--- src/design/mssl_pkg.sv ---
// shared types, constants and helper functions of the multi-servo slew limiter
// used by every module under design/; depends on nothing else
package mssl_pkg;

	// fixed field widths
	localparam int ANGLE_W = 8;
	localparam int COUNT_W = 12;
	localparam int NUM_W   = 5;
	localparam int CHAN_W  = 4;
	localparam int ADDR_W  = 4;
	localparam int DATA_W  = 32;

	// default sizing
	localparam int SERVO_TOTAL_DEF = 18;
	localparam int LEFT_SERVOS_DEF = 9;

	// angle limits and group presets
	localparam logic [ANGLE_W-1:0] MAX_ANGLE   = 8'd180;
	localparam logic [ANGLE_W-1:0] PRESET_MID  = 8'd90;
	localparam logic [ANGLE_W-1:0] PRESET_L1   = 8'd165;
	localparam logic [ANGLE_W-1:0] PRESET_L2   = 8'd180;
	localparam logic [ANGLE_W-1:0] PRESET_R1   = 8'd15;
	localparam logic [ANGLE_W-1:0] PRESET_R2   = 8'd0;
	localparam int                 GROUP_SIZE  = 3;

	// register reset values
	localparam logic [7:0]         STEP_RST = 8'd5;
	localparam logic [COUNT_W-1:0] ZERO_RST = 12'd500;
	localparam logic [COUNT_W-1:0] FULL_RST = 12'd100;

	// register indexes
	localparam logic [1:0] REG_STEP = 2'd0;
	localparam logic [1:0] REG_ZERO = 2'd1;
	localparam logic [1:0] REG_FULL = 2'd2;

	// operation codes
	localparam logic OP_SET_TARGET = 1'b0;
	localparam logic OP_TICK       = 1'b1;

	// divide by 180: drop two bits, then divide by 45 through a reciprocal
	localparam int MAP_DIV_SHIFT   = 2;
	localparam int MAP_DIV_RESID   = 45;
	localparam int MAP_RECIP_SHIFT = 24;
	localparam int MAP_RECIP       = ((2 ** MAP_RECIP_SHIFT) - 1) / MAP_DIV_RESID;
	localparam int MAP_X_W         = 18;
	localparam int MAP_RECIP_W     = 19;

	// configuration register set
	typedef struct packed {
		logic [7:0]         step;
		logic [COUNT_W-1:0] zero;
		logic [COUNT_W-1:0] full;
	} cfg_t;

	// controller to datapath commands
	typedef struct packed {
		logic set_target;
		logic tick_start;
		logic step;
		logic mul;
		logic div;
		logic load;
		logic load_empty;
	} cmd_t;

	// datapath to controller status
	typedef struct packed {
		logic none_moving;
		logic mover;
		logic last_mover;
		logic load_ok;
	} status_t;

	// reset angle of a servo from its group of three on its side
	function automatic logic [ANGLE_W-1:0] preset_angle(input int idx, input int left);
		logic          right;
		int            loc;
		logic [ANGLE_W-1:0] val;
		right = (idx >= left);
		loc   = right ? idx - left : idx;
		if (loc < GROUP_SIZE) begin
			val = PRESET_MID;
		end else if (loc < 2 * GROUP_SIZE) begin
			val = right ? PRESET_R1 : PRESET_L1;
		end else begin
			val = right ? PRESET_R2 : PRESET_L2;
		end
		return val;
	endfunction

endpackage

--- src/design/mssl_regs.sv ---
// configuration registers and apb-style access port of the slew limiter
// depends on mssl_pkg
module mssl_regs (
	input  logic                          clk,
	input  logic                          arst_n,
	input  logic                          psel,
	input  logic                          penable,
	input  logic                          pwrite,
	input  logic [mssl_pkg::ADDR_W-1:0]   paddr,
	input  logic [mssl_pkg::DATA_W-1:0]   pwdata,
	output logic [mssl_pkg::DATA_W-1:0]   prdata,
	output logic                          pready,
	output mssl_pkg::cfg_t                cfg
);

	logic [7:0]                    step_q;
	logic [mssl_pkg::COUNT_W-1:0]  zero_q;
	logic [mssl_pkg::COUNT_W-1:0]  full_q;
	logic                          wr_en;
	logic [1:0]                    reg_sel;

	assign pready  = 1'b1;
	assign reg_sel = paddr[3:2];
	assign wr_en   = psel & penable & pwrite;

	// register writes
	always_ff @(posedge clk or negedge arst_n) begin
		if (!arst_n) begin
			step_q <= mssl_pkg::STEP_RST;
			zero_q <= mssl_pkg::ZERO_RST;
			full_q <= mssl_pkg::FULL_RST;
		end else if (wr_en) begin
			case (reg_sel)
				mssl_pkg::REG_STEP: step_q <= pwdata[7:0];
				mssl_pkg::REG_ZERO: zero_q <= pwdata[mssl_pkg::COUNT_W-1:0];
				mssl_pkg::REG_FULL: full_q <= pwdata[mssl_pkg::COUNT_W-1:0];
				default: ;
			endcase
		end
	end

	// read back
	always_comb begin
		case (reg_sel)
			mssl_pkg::REG_STEP: prdata = {24'd0, step_q};
			mssl_pkg::REG_ZERO: prdata = {20'd0, zero_q};
			mssl_pkg::REG_FULL: prdata = {20'd0, full_q};
			default:            prdata = '0;
		endcase
	end

	assign cfg.step = step_q;
	assign cfg.zero = zero_q;
	assign cfg.full = full_q;

endmodule

--- src/design/mssl_ctrl.sv ---
// sequencing state machine of the slew limiter: request intake, servo scan
// and result hand-off; depends on mssl_pkg
module mssl_ctrl #(
	parameter int SERVO_TOTAL = mssl_pkg::SERVO_TOTAL_DEF,
	parameter int IDX_W       = $clog2(SERVO_TOTAL)
) (
	input  logic               clk,
	input  logic               arst_n,
	input  logic               in_valid,
	output logic               in_stall,
	input  logic               operation,
	input  mssl_pkg::status_t  status,
	output mssl_pkg::cmd_t     cmd,
	output logic [IDX_W-1:0]   idx
);

	typedef enum logic [5:0] {
		ST_IDLE  = 6'b000001,
		ST_SCAN  = 6'b000010,
		ST_MUL   = 6'b000100,
		ST_DIV   = 6'b001000,
		ST_FIX   = 6'b010000,
		ST_EMPTY = 6'b100000
	} state_t;

	state_t           state_q, state_d;
	logic [IDX_W-1:0] idx_q, idx_d;

	assign in_stall = (state_q != ST_IDLE);
	assign idx      = idx_q;

	// next state and commands
	always_comb begin
		state_d = state_q;
		idx_d   = idx_q;
		cmd     = '0;
		case (state_q)
			ST_IDLE: begin
				if (in_valid) begin
					if (operation == mssl_pkg::OP_TICK) begin
						cmd.tick_start = 1'b1;
						idx_d          = '0;
						state_d        = status.none_moving ? ST_EMPTY : ST_SCAN;
					end else begin
						cmd.set_target = 1'b1;
					end
				end
			end
			ST_SCAN: begin
				if (status.mover) begin
					cmd.step = 1'b1;
					state_d  = ST_MUL;
				end else if (idx_q == IDX_W'(SERVO_TOTAL - 1)) begin
					state_d = ST_IDLE;
				end else begin
					idx_d = idx_q + 1'b1;
				end
			end
			ST_MUL: begin
				cmd.mul = 1'b1;
				state_d = ST_DIV;
			end
			ST_DIV: begin
				cmd.div = 1'b1;
				state_d = ST_FIX;
			end
			ST_FIX: begin
				if (status.load_ok) begin
					cmd.load = 1'b1;
					if (status.last_mover || idx_q == IDX_W'(SERVO_TOTAL - 1)) begin
						state_d = ST_IDLE;
					end else begin
						idx_d   = idx_q + 1'b1;
						state_d = ST_SCAN;
					end
				end
			end
			ST_EMPTY: begin
				if (status.load_ok) begin
					cmd.load_empty = 1'b1;
					state_d        = ST_IDLE;
				end
			end
			default: state_d = ST_IDLE;
		endcase
	end

	// state registers
	always_ff @(posedge clk or negedge arst_n) begin
		if (!arst_n) begin
			state_q <= ST_IDLE;
			idx_q   <= '0;
		end else begin
			state_q <= state_d;
			idx_q   <= idx_d;
		end
	end

endmodule

--- src/design/mssl_datapath.sv ---
// servo angle store, slew step, angle-to-count map and output register
// depends on mssl_pkg; driven by mssl_ctrl commands
module mssl_datapath #(
	parameter int SERVO_TOTAL = mssl_pkg::SERVO_TOTAL_DEF,
	parameter int LEFT_SERVOS = mssl_pkg::LEFT_SERVOS_DEF,
	parameter int IDX_W       = $clog2(SERVO_TOTAL)
) (
	input  logic                          clk,
	input  logic                          arst_n,
	input  mssl_pkg::cfg_t                cfg,
	input  mssl_pkg::cmd_t                cmd,
	input  logic [IDX_W-1:0]              idx,
	output mssl_pkg::status_t             status,
	input  logic [mssl_pkg::NUM_W-1:0]    servo_number,
	input  logic [mssl_pkg::ANGLE_W-1:0]  target_angle,
	output logic                          out_valid,
	input  logic                          out_stall,
	output logic                          write_valid,
	output logic                          controller_side,
	output logic [mssl_pkg::CHAN_W-1:0]   channel,
	output logic [mssl_pkg::COUNT_W-1:0]  pwm_count,
	output logic                          all_settled,
	output logic                          last
);

	localparam int AW = mssl_pkg::ANGLE_W;
	localparam int CW = mssl_pkg::COUNT_W;
	localparam int XW = mssl_pkg::MAP_X_W;
	localparam int RW = mssl_pkg::MAP_RECIP_W;

	// per-servo state
	logic [AW-1:0]          cur_q [SERVO_TOTAL];
	logic [AW-1:0]          tgt_q [SERVO_TOTAL];
	logic [SERVO_TOTAL-1:0] pend_q;
	logic [SERVO_TOTAL-1:0] mov_q;
	logic                   settled_q;

	// map pipeline
	logic [AW-1:0]          next_s1;
	logic signed [21:0]     prod_s2;
	logic [XW-1:0]          x_s3;
	logic [CW-1:0]          q0_s3;
	logic                   neg_s3;

	// output register
	logic                   out_v_q;
	logic                   wv_q;
	logic                   side_q;
	logic [3:0]             chan_q;
	logic [CW-1:0]          cnt_q;
	logic                   settled_out_q;
	logic                   last_q;

	logic [SERVO_TOTAL-1:0] move_vec;
	logic                   num_ok;
	logic [IDX_W-1:0]       set_idx;
	logic [AW-1:0]          sat_tgt;
	logic [AW-1:0]          cur_a, des_a, step_a, gap, next_angle;
	logic [SERVO_TOTAL-1:0] later;
	logic                   right;
	logic [5:0]             chan_wide;
	logic signed [12:0]     span;
	logic [21:0]            mag;
	logic [XW-1:0]          x_val;
	logic [XW+RW-1:0]       recip_prod;
	logic [XW-1:0]          resid;
	logic [CW-1:0]          quot;
	logic [CW-1:0]          count_val;

	// servos that move on the coming tick; these are also the ones left pending
	always_comb begin
		for (int i = 0; i < SERVO_TOTAL; i++) begin
			move_vec[i] = pend_q[i] & (cur_q[i] != tgt_q[i]);
		end
	end

	// set-target decode
	assign num_ok  = (servo_number != '0) &&
	                 ({1'b0, servo_number} <= 6'(SERVO_TOTAL));
	assign set_idx = IDX_W'(servo_number - 1'b1);
	assign sat_tgt = (target_angle > mssl_pkg::MAX_ANGLE) ? mssl_pkg::MAX_ANGLE : target_angle;

	// slew step of the scanned servo
	assign cur_a  = cur_q[idx];
	assign des_a  = tgt_q[idx];
	assign step_a = (cfg.step == '0) ? 8'd1 : cfg.step;
	assign gap    = (des_a > cur_a) ? des_a - cur_a : cur_a - des_a;
	always_comb begin
		if (gap <= step_a) begin
			next_angle = des_a;
		end else if (des_a > cur_a) begin
			next_angle = cur_a + step_a;
		end else begin
			next_angle = cur_a - step_a;
		end
	end

	// side and channel of the scanned servo
	assign right     = ({1'b0, idx} >= 6'(LEFT_SERVOS));
	assign chan_wide = right ? 6'({1'b0, idx}) - 6'(LEFT_SERVOS) : 6'({1'b0, idx});

	// no later mover in this tick
	assign later = mov_q >> idx;

	// magnitude of the product divided by 180, truncated toward zero
	assign span       = $signed({1'b0, cfg.full}) - $signed({1'b0, cfg.zero});
	assign mag        = prod_s2[21] ? 22'(-prod_s2) : 22'(prod_s2);
	assign x_val      = mag[XW+mssl_pkg::MAP_DIV_SHIFT-1:mssl_pkg::MAP_DIV_SHIFT];
	assign recip_prod = (XW+RW)'(x_val) * (XW+RW)'(mssl_pkg::MAP_RECIP);
	assign resid      = x_s3 - XW'(q0_s3) * XW'(mssl_pkg::MAP_DIV_RESID);
	assign quot       = (resid >= XW'(mssl_pkg::MAP_DIV_RESID)) ? q0_s3 + 1'b1 : q0_s3;
	assign count_val  = neg_s3 ? cfg.zero - quot : cfg.zero + quot;

	// status to the controller
	assign status.none_moving = (move_vec == '0);
	assign status.mover       = mov_q[idx];
	assign status.last_mover  = ((later >> 1) == '0);
	assign status.load_ok     = !out_v_q || !out_stall;

	// servo state
	always_ff @(posedge clk or negedge arst_n) begin
		if (!arst_n) begin
			for (int i = 0; i < SERVO_TOTAL; i++) begin
				cur_q[i] <= mssl_pkg::preset_angle(i, LEFT_SERVOS);
				tgt_q[i] <= mssl_pkg::preset_angle(i, LEFT_SERVOS);
			end
			pend_q    <= '0;
			mov_q     <= '0;
			settled_q <= 1'b1;
		end else begin
			if (cmd.set_target && num_ok) begin
				tgt_q[set_idx]  <= sat_tgt;
				pend_q[set_idx] <= 1'b1;
			end
			if (cmd.tick_start) begin
				pend_q    <= move_vec;
				mov_q     <= move_vec;
				settled_q <= (move_vec == '0);
			end
			if (cmd.step) begin
				cur_q[idx] <= next_angle;
			end
		end
	end

	// angle-to-count pipeline
	always_ff @(posedge clk) begin
		if (cmd.step) begin
			next_s1 <= next_angle;
		end
		if (cmd.mul) begin
			prod_s2 <= 22'($signed({1'b0, next_s1}) * span);
		end
		if (cmd.div) begin
			x_s3   <= x_val;
			q0_s3  <= CW'(recip_prod >> mssl_pkg::MAP_RECIP_SHIFT);
			neg_s3 <= prod_s2[21];
		end
	end

	// output valid
	always_ff @(posedge clk or negedge arst_n) begin
		if (!arst_n) begin
			out_v_q <= 1'b0;
		end else if (cmd.load || cmd.load_empty) begin
			out_v_q <= 1'b1;
		end else if (!out_stall) begin
			out_v_q <= 1'b0;
		end
	end

	// output payload
	always_ff @(posedge clk) begin
		if (cmd.load) begin
			wv_q          <= 1'b1;
			side_q        <= right;
			chan_q        <= chan_wide[3:0];
			cnt_q         <= count_val;
			settled_out_q <= settled_q;
			last_q        <= status.last_mover;
		end else if (cmd.load_empty) begin
			wv_q          <= 1'b0;
			side_q        <= 1'b0;
			chan_q        <= '0;
			cnt_q         <= '0;
			settled_out_q <= settled_q;
			last_q        <= 1'b1;
		end
	end

	assign out_valid       = out_v_q;
	assign write_valid     = wv_q;
	assign controller_side = side_q;
	assign channel         = chan_q;
	assign pwm_count       = cnt_q;
	assign all_settled     = settled_out_q;
	assign last            = last_q;

endmodule

--- src/design/multi_servo_slew_limiter.sv ---
// multi-servo slew limiter: a set-target request is stored while idle; a tick scans servo
// indexes from zero up to the last moving servo, and each move runs through step, multiply,
// reciprocal divide and output load, the load held by any output stall; an idle tick loads
// one empty result; one request at a time, the next taken while the final result waits
// arst_n clears control state and restores the preset angles and register defaults at once
// depends on mssl_pkg, mssl_regs, mssl_ctrl, mssl_datapath
module multi_servo_slew_limiter #(
	parameter int SERVO_TOTAL = mssl_pkg::SERVO_TOTAL_DEF,
	parameter int LEFT_SERVOS = mssl_pkg::LEFT_SERVOS_DEF
) (
	input  logic                          clk,
	input  logic                          arst_n,
	input  logic                          psel,
	input  logic                          penable,
	input  logic                          pwrite,
	input  logic [mssl_pkg::ADDR_W-1:0]   paddr,
	input  logic [mssl_pkg::DATA_W-1:0]   pwdata,
	output logic [mssl_pkg::DATA_W-1:0]   prdata,
	output logic                          pready,
	input  logic                          in_valid,
	output logic                          in_stall,
	input  logic                          operation,
	input  logic [mssl_pkg::NUM_W-1:0]    servo_number,
	input  logic [mssl_pkg::ANGLE_W-1:0]  target_angle,
	output logic                          out_valid,
	input  logic                          out_stall,
	output logic                          write_valid,
	output logic                          controller_side,
	output logic [mssl_pkg::CHAN_W-1:0]   channel,
	output logic [mssl_pkg::COUNT_W-1:0]  pwm_count,
	output logic                          all_settled,
	output logic                          last
);

	localparam int IDX_W = $clog2(SERVO_TOTAL);

	mssl_pkg::cfg_t    cfg;
	mssl_pkg::cmd_t    cmd;
	mssl_pkg::status_t status;
	logic [IDX_W-1:0]  idx;

	// configuration registers
	mssl_regs u_regs (
		.clk     (clk),
		.arst_n  (arst_n),
		.psel    (psel),
		.penable (penable),
		.pwrite  (pwrite),
		.paddr   (paddr),
		.pwdata  (pwdata),
		.prdata  (prdata),
		.pready  (pready),
		.cfg     (cfg)
	);

	// controller
	mssl_ctrl #(
		.SERVO_TOTAL (SERVO_TOTAL),
		.IDX_W       (IDX_W)
	) u_ctrl (
		.clk       (clk),
		.arst_n    (arst_n),
		.in_valid  (in_valid),
		.in_stall  (in_stall),
		.operation (operation),
		.status    (status),
		.cmd       (cmd),
		.idx       (idx)
	);

	// datapath
	mssl_datapath #(
		.SERVO_TOTAL (SERVO_TOTAL),
		.LEFT_SERVOS (LEFT_SERVOS),
		.IDX_W       (IDX_W)
	) u_datapath (
		.clk             (clk),
		.arst_n          (arst_n),
		.cfg             (cfg),
		.cmd             (cmd),
		.idx             (idx),
		.status          (status),
		.servo_number    (servo_number),
		.target_angle    (target_angle),
		.out_valid       (out_valid),
		.out_stall       (out_stall),
		.write_valid     (write_valid),
		.controller_side (controller_side),
		.channel         (channel),
		.pwm_count       (pwm_count),
		.all_settled     (all_settled),
		.last            (last)
	);

endmodule

--- config.mk ---
export PLATFORM = sky130hd
export DESIGN_NAME = multi_servo_slew_limiter
export DESIGN_NICKNAME = d
export VERILOG_FILES = /design/src/design/mssl_pkg.sv /design/src/design/mssl_regs.sv /design/src/design/mssl_ctrl.sv /design/src/design/mssl_datapath.sv /design/src/design/multi_servo_slew_limiter.sv
export SDC_FILE = /design/constraint.sdc
export NUM_CORES = 2
export LEC_CHECK = 0
export BUFFER_PORTS_ARGS = -buffer_cell sky130_fd_sc_hd__buf_2
export CAP_MARGIN = 20
export CORE_UTILIZATION = 60
export DETAILED_ROUTE_END_ITERATION = 7
export GPL_ROUTABILITY_DRIVEN = 0
export PLACE_DENSITY = 0.85
export SLEW_MARGIN = 5
export SYNTH_ARGS = -nofsm -noshare
export SYNTH_HDL_FRONTEND = slang
export SYNTH_SLANG_ARGS = --single-unit
--- constraint.sdc ---
create_clock -name clk -period 16.84 [get_ports clk]
set_input_delay 3.368 -clock clk [delete_from_list [all_inputs] [get_ports clk]]
set_output_delay 3.368 -clock clk [all_outputs]
set_load 0.02 [all_outputs]
# ---- Word level (Yosys, flattened, before mapping)
# Cells that the tools add are included.
dict set report classes {
  n_addsub 13
  mul 3
  magnitude_cmp 13
  n_eq_ne 37
  shifts 1
  muxes 67
  bitwise_logic 23
  n_reduce_logical 23
}
# operator count
set op_table {}
lappend op_table {{144-bit bitwise mux} 2}
lappend op_table {{8-bit != test} 18}
lappend op_table {{8-bit 2-to-1 mux} 11}
lappend op_table {{8-bit binary-select mux with 5-bit select} 2}
lappend op_table {{8-bit demux with 5-bit select} 2}
lappend op_table {{12-bit 2-to-1 mux} 4}
lappend op_table {{6-bit 2-to-1 mux} 7}
lappend op_table {{18-bit zero test} 2}
lappend op_table {{18-bit by 19-bit multiplier with 36-bit output (second input constant)} 1}
lappend op_table {{18-bit 2-to-1 mux} 2}
lappend op_table {{12-bit one-hot mux with 3 select lines} 1}
lappend op_table {{6-bit one-hot mux with 6 select lines} 1}
lappend op_table {{5-bit 2-to-1 mux} 6}
lappend op_table {{8-bit subtractor} 3}
lappend op_table {{9-bit by 13-bit multiplier with 22-bit output} 1}
lappend op_table {{1-bit bitwise AND} 20}
lappend op_table {{20-bit 2-to-1 mux} 1}
lappend op_table {{20-bit negator} 1}
lappend op_table {{1-bit 2-to-1 mux} 19}
lappend op_table {{18-bit by 6-bit >= comparator with 1-bit output (second input constant)} 1}
lappend op_table {{12-bit by 6-bit multiplier with 18-bit output (second input constant)} 1}
lappend op_table {{18-bit OR} 1}
lappend op_table {{18-bit by 5-bit right shift with 18-bit output} 1}
lappend op_table {{18-bit subtractor} 1}
lappend op_table {{47 further kinds} 71}
dict set report totals {
  regBits 450
  output_inout_bits 55
  wordCells 236
}

# ---- Longest topological paths before layout
dict set report logic_depth {
  depth_word 9
  ltp_mapped 37
  mapped_depth_nobuf 32
}

# ---- Hierarchy
# A second synthesis with hierarchy kept.
dict set report unflattened {
  hier_cells 3493
  area_unflattened_um2 35176.2
}
# module n_inst cells_each area_each_um2 seq_area_each_um2
set by_module_without_submodules {}
lappend by_module_without_submodules {mssl_datapath 1 3269 32641.3 10701.5}
lappend by_module_without_submodules {mssl_regs 1 126 1652.8 814.5}
lappend by_module_without_submodules {mssl_ctrl 1 98 882.1 276.5}

# ---- Least setup slack after synthesis
# No wires, ideal clock.
dict set report synth_timing {
  kind {register to register}
  start {register u_datapath.prod_s2[0]}
  end {register u_datapath.q0_s3[11] (data pin)}
  setup_time_ns 0.260
  t_arrival_ns 8.367
  t_required_ns 16.580
  slack_ns 8.213
  stages_incl_launch_ff 30
  synth_period_minus_slack_ns 8.627
  cell_sequence {edfxtp_1 -> or4_4 -> or3_4 -> or4_4 -> nor4_4 -> nand2b_2 -> or4_4 -> or3_1 -> o21ai_2 -> xnor2_1 -> ha_1 -> fa_1 -> inv_1 -> fa_1 -> fa_1 -> inv_1 -> fa_1 -> fa_1 -> ha_1 -> a211o_1 -> a21oi_1 -> nand3_1 -> a31oi_1 -> o31a_1 -> o21a_1 -> o21bai_1 -> a2111o_1 -> a31o_2 -> a21oi_1 -> xnor2_1}
}
dict set report synth_between {
  elab_chain_cells 3
}
# item line_no
set synth_rtl {}
lappend synth_rtl {{start: declaration} mssl_datapath.sv:40} ;# logic signed [21:0] prod_s2;
lappend synth_rtl {{start signal: assignment} mssl_datapath.sv:152} ;# prod_s2 <= 22'($signed({1'b0, next_s1}) * span);
lappend synth_rtl {{20-bit negator} mssl_datapath.sv:107} ;# assign mag = prod_s2[21] ? 22'(-prod_s2) : 22'(prod_s2);
lappend synth_rtl {{20-bit 2-to-1 mux} mssl_datapath.sv:107}
lappend synth_rtl {{via u_datapath.mag[19]} mssl_datapath.sv:63} ;# logic [21:0] mag;
lappend synth_rtl {{18-bit by 19-bit multiplier with 36-bit output} mssl_datapath.sv:109} ;# assign recip_prod = (XW+RW)'(x_val) * (XW+RW)'(mssl_pkg::MAP_RECIP);
lappend synth_rtl {{via u_datapath.recip_prod[35]} mssl_datapath.sv:65} ;# logic [XW+RW-1:0] recip_prod;
lappend synth_rtl {{end signal: assignment} mssl_datapath.sv:156} ;# q0_s3 <= CW'(recip_prod >> mssl_pkg::MAP_RECIP_SHIFT);
lappend synth_rtl {{end: declaration} mssl_datapath.sv:42} ;# logic [CW-1:0] q0_s3;
# The timed path passes the listed nets, and every way through them passes these cells.
# A chain may end at the register's enable or synchronous reset.

# ---- Worst setup path in the final report
# Ends and elaborated chain as after synthesis.

==> summary.md <==
| Metric | Value |
|---|---|
| Status | complete, no violations |
| Main area contributors after synthesis | dfrtp_1 (17%), fa_1 (11%), dfstp_2 (9.9%) |
| Effective utilization at floorplan | 60.79% |
| # setup viols final | 0 |
| Avg Vias per Cell | 6.242 |
| Fillers | 4145 |
| Hold WC Path Type | flip-flop to flip-flop |
| Hold Fails Final Rpt | 0 |
| Worst Setup Start Kind | flip-flop |
| Most used cell, CP | fa_1 |
| Nets@finish | 4104 |
| Clk root buf | clkbuf_16 |
| CP Class | flip-flop to flip-flop |
| Vias in the first global route | 27460 |
| Fraction of layout cells with a size suffix above 1 | 14.33% |
| Final WL | 94.51 mm |
| RSZ-0062 raised after global routing | no |
| Area occupied by registers | 11800 um2 |
| Post-DP HPWL | 68.70 mm |
| Area Overhead vs Synth | 7.841% |
| Prevailing post-synth register cell | dfrtp_1 |
| Multi-input logic area | 21120 um2 |
| Residual DRC | 0 |
| Hold WS | 0.4736 ns |
| Sequential area share after synthesis | 33.56% |
| DR WL/cell | 21.55 um |
| Clock skew | 0.03133 ns |
| Routed vias | 27380 |
| Fin crit share | 58.07% |
| Iter 0 DRT Violations | 2885 |
| Global-route wire length before repair | 149.4 mm |
| Final period demand of the worst path | 9.779 ns |
| Internal | 3.989 mW |
| Antenna violations before repair | 1 |
| Worst EP required | 17.18 ns |
| Total GRT Usage | 32.03% |
| # hold bufs at CTS | 0 |
| Maxcap violations | 0 |
| Synthesized flop and latch total | 449 |
| Number of buffers added on ports | 68 |
| Fin. max-slew vios | 0 |
| Worst slew margin | 23.85% |
| Die ar. | 59530 um2 |
| CTS max path bufs | 3 |
| Die Width | 244.0 um |
| H-Tree Level Count | 2 |
| CORE AREA | 57810 um2 |
| Post-CTS setup buffers | 0 |
| Tightest Pin Transition | 1.136 ns |
| CP max-delay cell | or4_4 |
| Switching pwr | 3.427 mW |
| CTS tree | done |
| Worst skew pair latency | 0.63 ns |
| Reg power frac | 20.4% |
| # IOs | 112 |
| Row Count | 88 |
| Async SR Flop Fraction | 82.18% |
| EDFF count, synth | 79 |
| WP data arrival | 10.12 ns |
| Mapped Area | 35140 um2 |
| Clk sink count | 449 |
| DRT Pass-1 Iters | 5 |
| Critical Path End Type | flip-flop |
| Sw Share | 46.21% |
| Syn avg cell area | 9.842 um2 |
| Global route overflow | 0 |
| Antenna diode count | 0 |
| Clock share of power | 15.9% |
| Critical path's largest stage delay | 0.58 ns |
| Post_cts resized | 0 |
| Post-synth top area share | 16.81% |
| Clk pin slew, worst setup/hold paths | 0.07 ns |
| Yosys warns | 0 |
| Die Height | 244.0 um |
| Comb power frac | 63.6% |
| Largest net degree at the start of global routing | 181 |
| Netlist cell types | 98 |
| CP max FO | 5 |
| Pwr dens | 195.7 nW/um2 |
| Post-route ant nets | 0 |
| Setup TNS | 0 ns |
| Pleak | 16.68 nW |
| VDD IR max | 0.3985 mV |
| Biggest area consumer among synthesized cells | dfrtp_1 |
| Cts bufs inserted | 49 |
| Achievable Freq | 0.1023 GHz |
| Syn Inst Count | 3570 |
==> final timing paths <==
| check | slack, ns | startpoint | endpoint | cells after the start |
|---|---|---|---|---|
| setup reg to reg | 7.06 | u_datapath.prod_s2[0] | u_datapath.q0_s3[11] | 28 |
| hold reg to reg | 0.47 | u_datapath.settled_q | u_datapath.settled_q | 2 |
| setup / recovery | 7.06 | u_datapath.prod_s2[0] | u_datapath.q0_s3[11] | 28 |
| min in group asynchronous | 2.81 | arst_n | u_datapath.tgt_q[61] | 1 |
| hold / removal | 0.47 | u_datapath.settled_q | u_datapath.settled_q | 2 |
| max in group asynchronous | 12.39 | arst_n | u_ctrl.idx[1] | 2 |
==> routing by layer <==
layer,up-vias,track usage (%),wire length [um]
li1,12060,-,-
met1,13430,41.57,36400
met2,1549,51.23,43900
met3,345,6.332,8964
met4,2,16.29,5235
met5,-,0,9
==> cell usage after synthesis, types with 7 or more instances <==
library cell,count
buf_4,27
a31oi_1,9
o22ai_1,13
buf_1,10
dfrtp_1,236
nor2_1,159
edfxtp_1,79
o21bai_1,17
nand2_1,413
nand2b_1,23
nand4_1,58
o21ai_0,335
o21a_1,11
nand3_1,29
nor2b_1,29
nor3_1,42
and2_1,66
a21boi_0,8
a21o_1,34
clkbuf_1,103
mux2_2,74
xnor2_1,230
and3_1,13
a21oi_1,153
inv_1,427
xor2_1,30
mux2i_1,86
nor3b_1,11
dfstp_2,133
buf_2,20
or2_2,7
a211oi_1,13
mux4_2,63
fa_1,200
ha_1,267
nor4_1,11
nand3b_1,8
==> sequential cells by signal, summed over array words and instances, names as in the netlist, 4 cells and up <==
register              flops
u_datapath.x_s3          18
u_regs.full_q            12
u_ctrl.state_q            6
u_datapath.mov_q         18
u_datapath.tgt_q        144
u_datapath.prod_s2       21
u_datapath.q0_s3         12
u_datapath.pend_q        18
u_datapath.next_s1        8
u_datapath.channel        4
u_datapath.cur_q        144
u_regs.zero_q            12
u_datapath.pwm_count     12
u_regs.step_q             8
u_ctrl.idx                5
==> kinds of logic after synthesis <==
group                    synth area share, %
XOR/XNOR                               6.481
multiplexers                           8.859
AND/OR/NAND/NOR                        12.12
flip-flops                             33.56
other                                0.02137
adder cells (fa/ha/maj)                20.90
AO/OA/AOI/OAI                          11.32
buffers and inverters                  6.730
==> stage by stage <==
| stage | power [mW] | util [%] | std cells | instance area [um2] | worst slack [ns] |
|---|---|---|---|---|---|
| 2_1_floorplan | 4.863 | - | 3589 | 35210 | 8.213 |
| 3_3_place_gp | 5.872 | 62.45 | 4293 | 36100 | 7.544 |
| 3_5_place_dp | 6.075 | 62.47 | 4294 | 36110 | 7.283 |
| 4_1_cts | 7.352 | 65.55 | 4386 | 37890 | 7.116 |
| 5_1_grt | 8.070 | 65.55 | 4386 | 37890 | 6.857 |
| 6_report | 7.417 | 65.55 | 4386 | 37890 | 7.061 |
==> cell type report <==
| cell class | count | area share [%] |
|---|---|---|
| timing repair buffer | 103 | 1.661 |
| multi-input combinational | 2548 | 55.72 |
| clock buffer | 62 | 3.576 |
| sequential | 449 | 31.14 |
| tap | 765 | 2.526 |
| inverter | 429 | 4.250 |
| clock inverter | 30 | 1.119 |
==> cell usage in the layout (no fill, tap or decap), types with 11 or more instances in the layout <==
cell,Yosys,final
o21bai_1,17,17
a211oi_1,13,13
inv_1,427,427
nand2_1,413,413
nor3_1,42,37
dfrtp_1,236,233
and3_1,13,13
a21oi_1,153,150
buf_2,20,67
mux2_2,74,74
nor4_1,11,11
clkbuf_16,0,49
edfxtp_1,79,79
nand4_1,58,58
o21a_1,11,11
nand2b_1,23,23
o22ai_1,13,13
buf_4,27,33
ha_1,267,267
nor2b_1,29,29
nor2_1,159,159
and2_1,66,66
conb_1,2,21
xor2_1,30,30
mux4_2,63,63
nand3_1,29,29
mux2i_1,86,84
fa_1,200,200
o21ai_0,335,334
a21o_1,34,34
xnor2_1,230,230
dfstp_2,133,133
==> critical path: cells and delay by family (launching register included) <==
family | cells | cell delay, ns
and+or+nand+nor | 7 | 2.62
buffers and inverters | 2 | 0.12
AOI/OAI and AO/OA | 10 | 2.51
xor gates and xnor gates | 2 | 0.47
adders and majority gates | 7 | 3.37
DFF | 1 | 0.42
==> power by group through the flow <==
stage | Combinational, mW | Clock, mW | Sequential, mW
2_1_floorplan | 3.35 | 0 | 1.51
3_3_place_gp | 4.35 | 0 | 1.52
3_5_place_dp | 4.55 | 0 | 1.53
4_1_cts | 4.65 | 1.19 | 1.51
5_1_grt | 5.32 | 1.23 | 1.52
6_report | 4.72 | 1.18 | 1.51
Power figures use the tool's default switching activity.
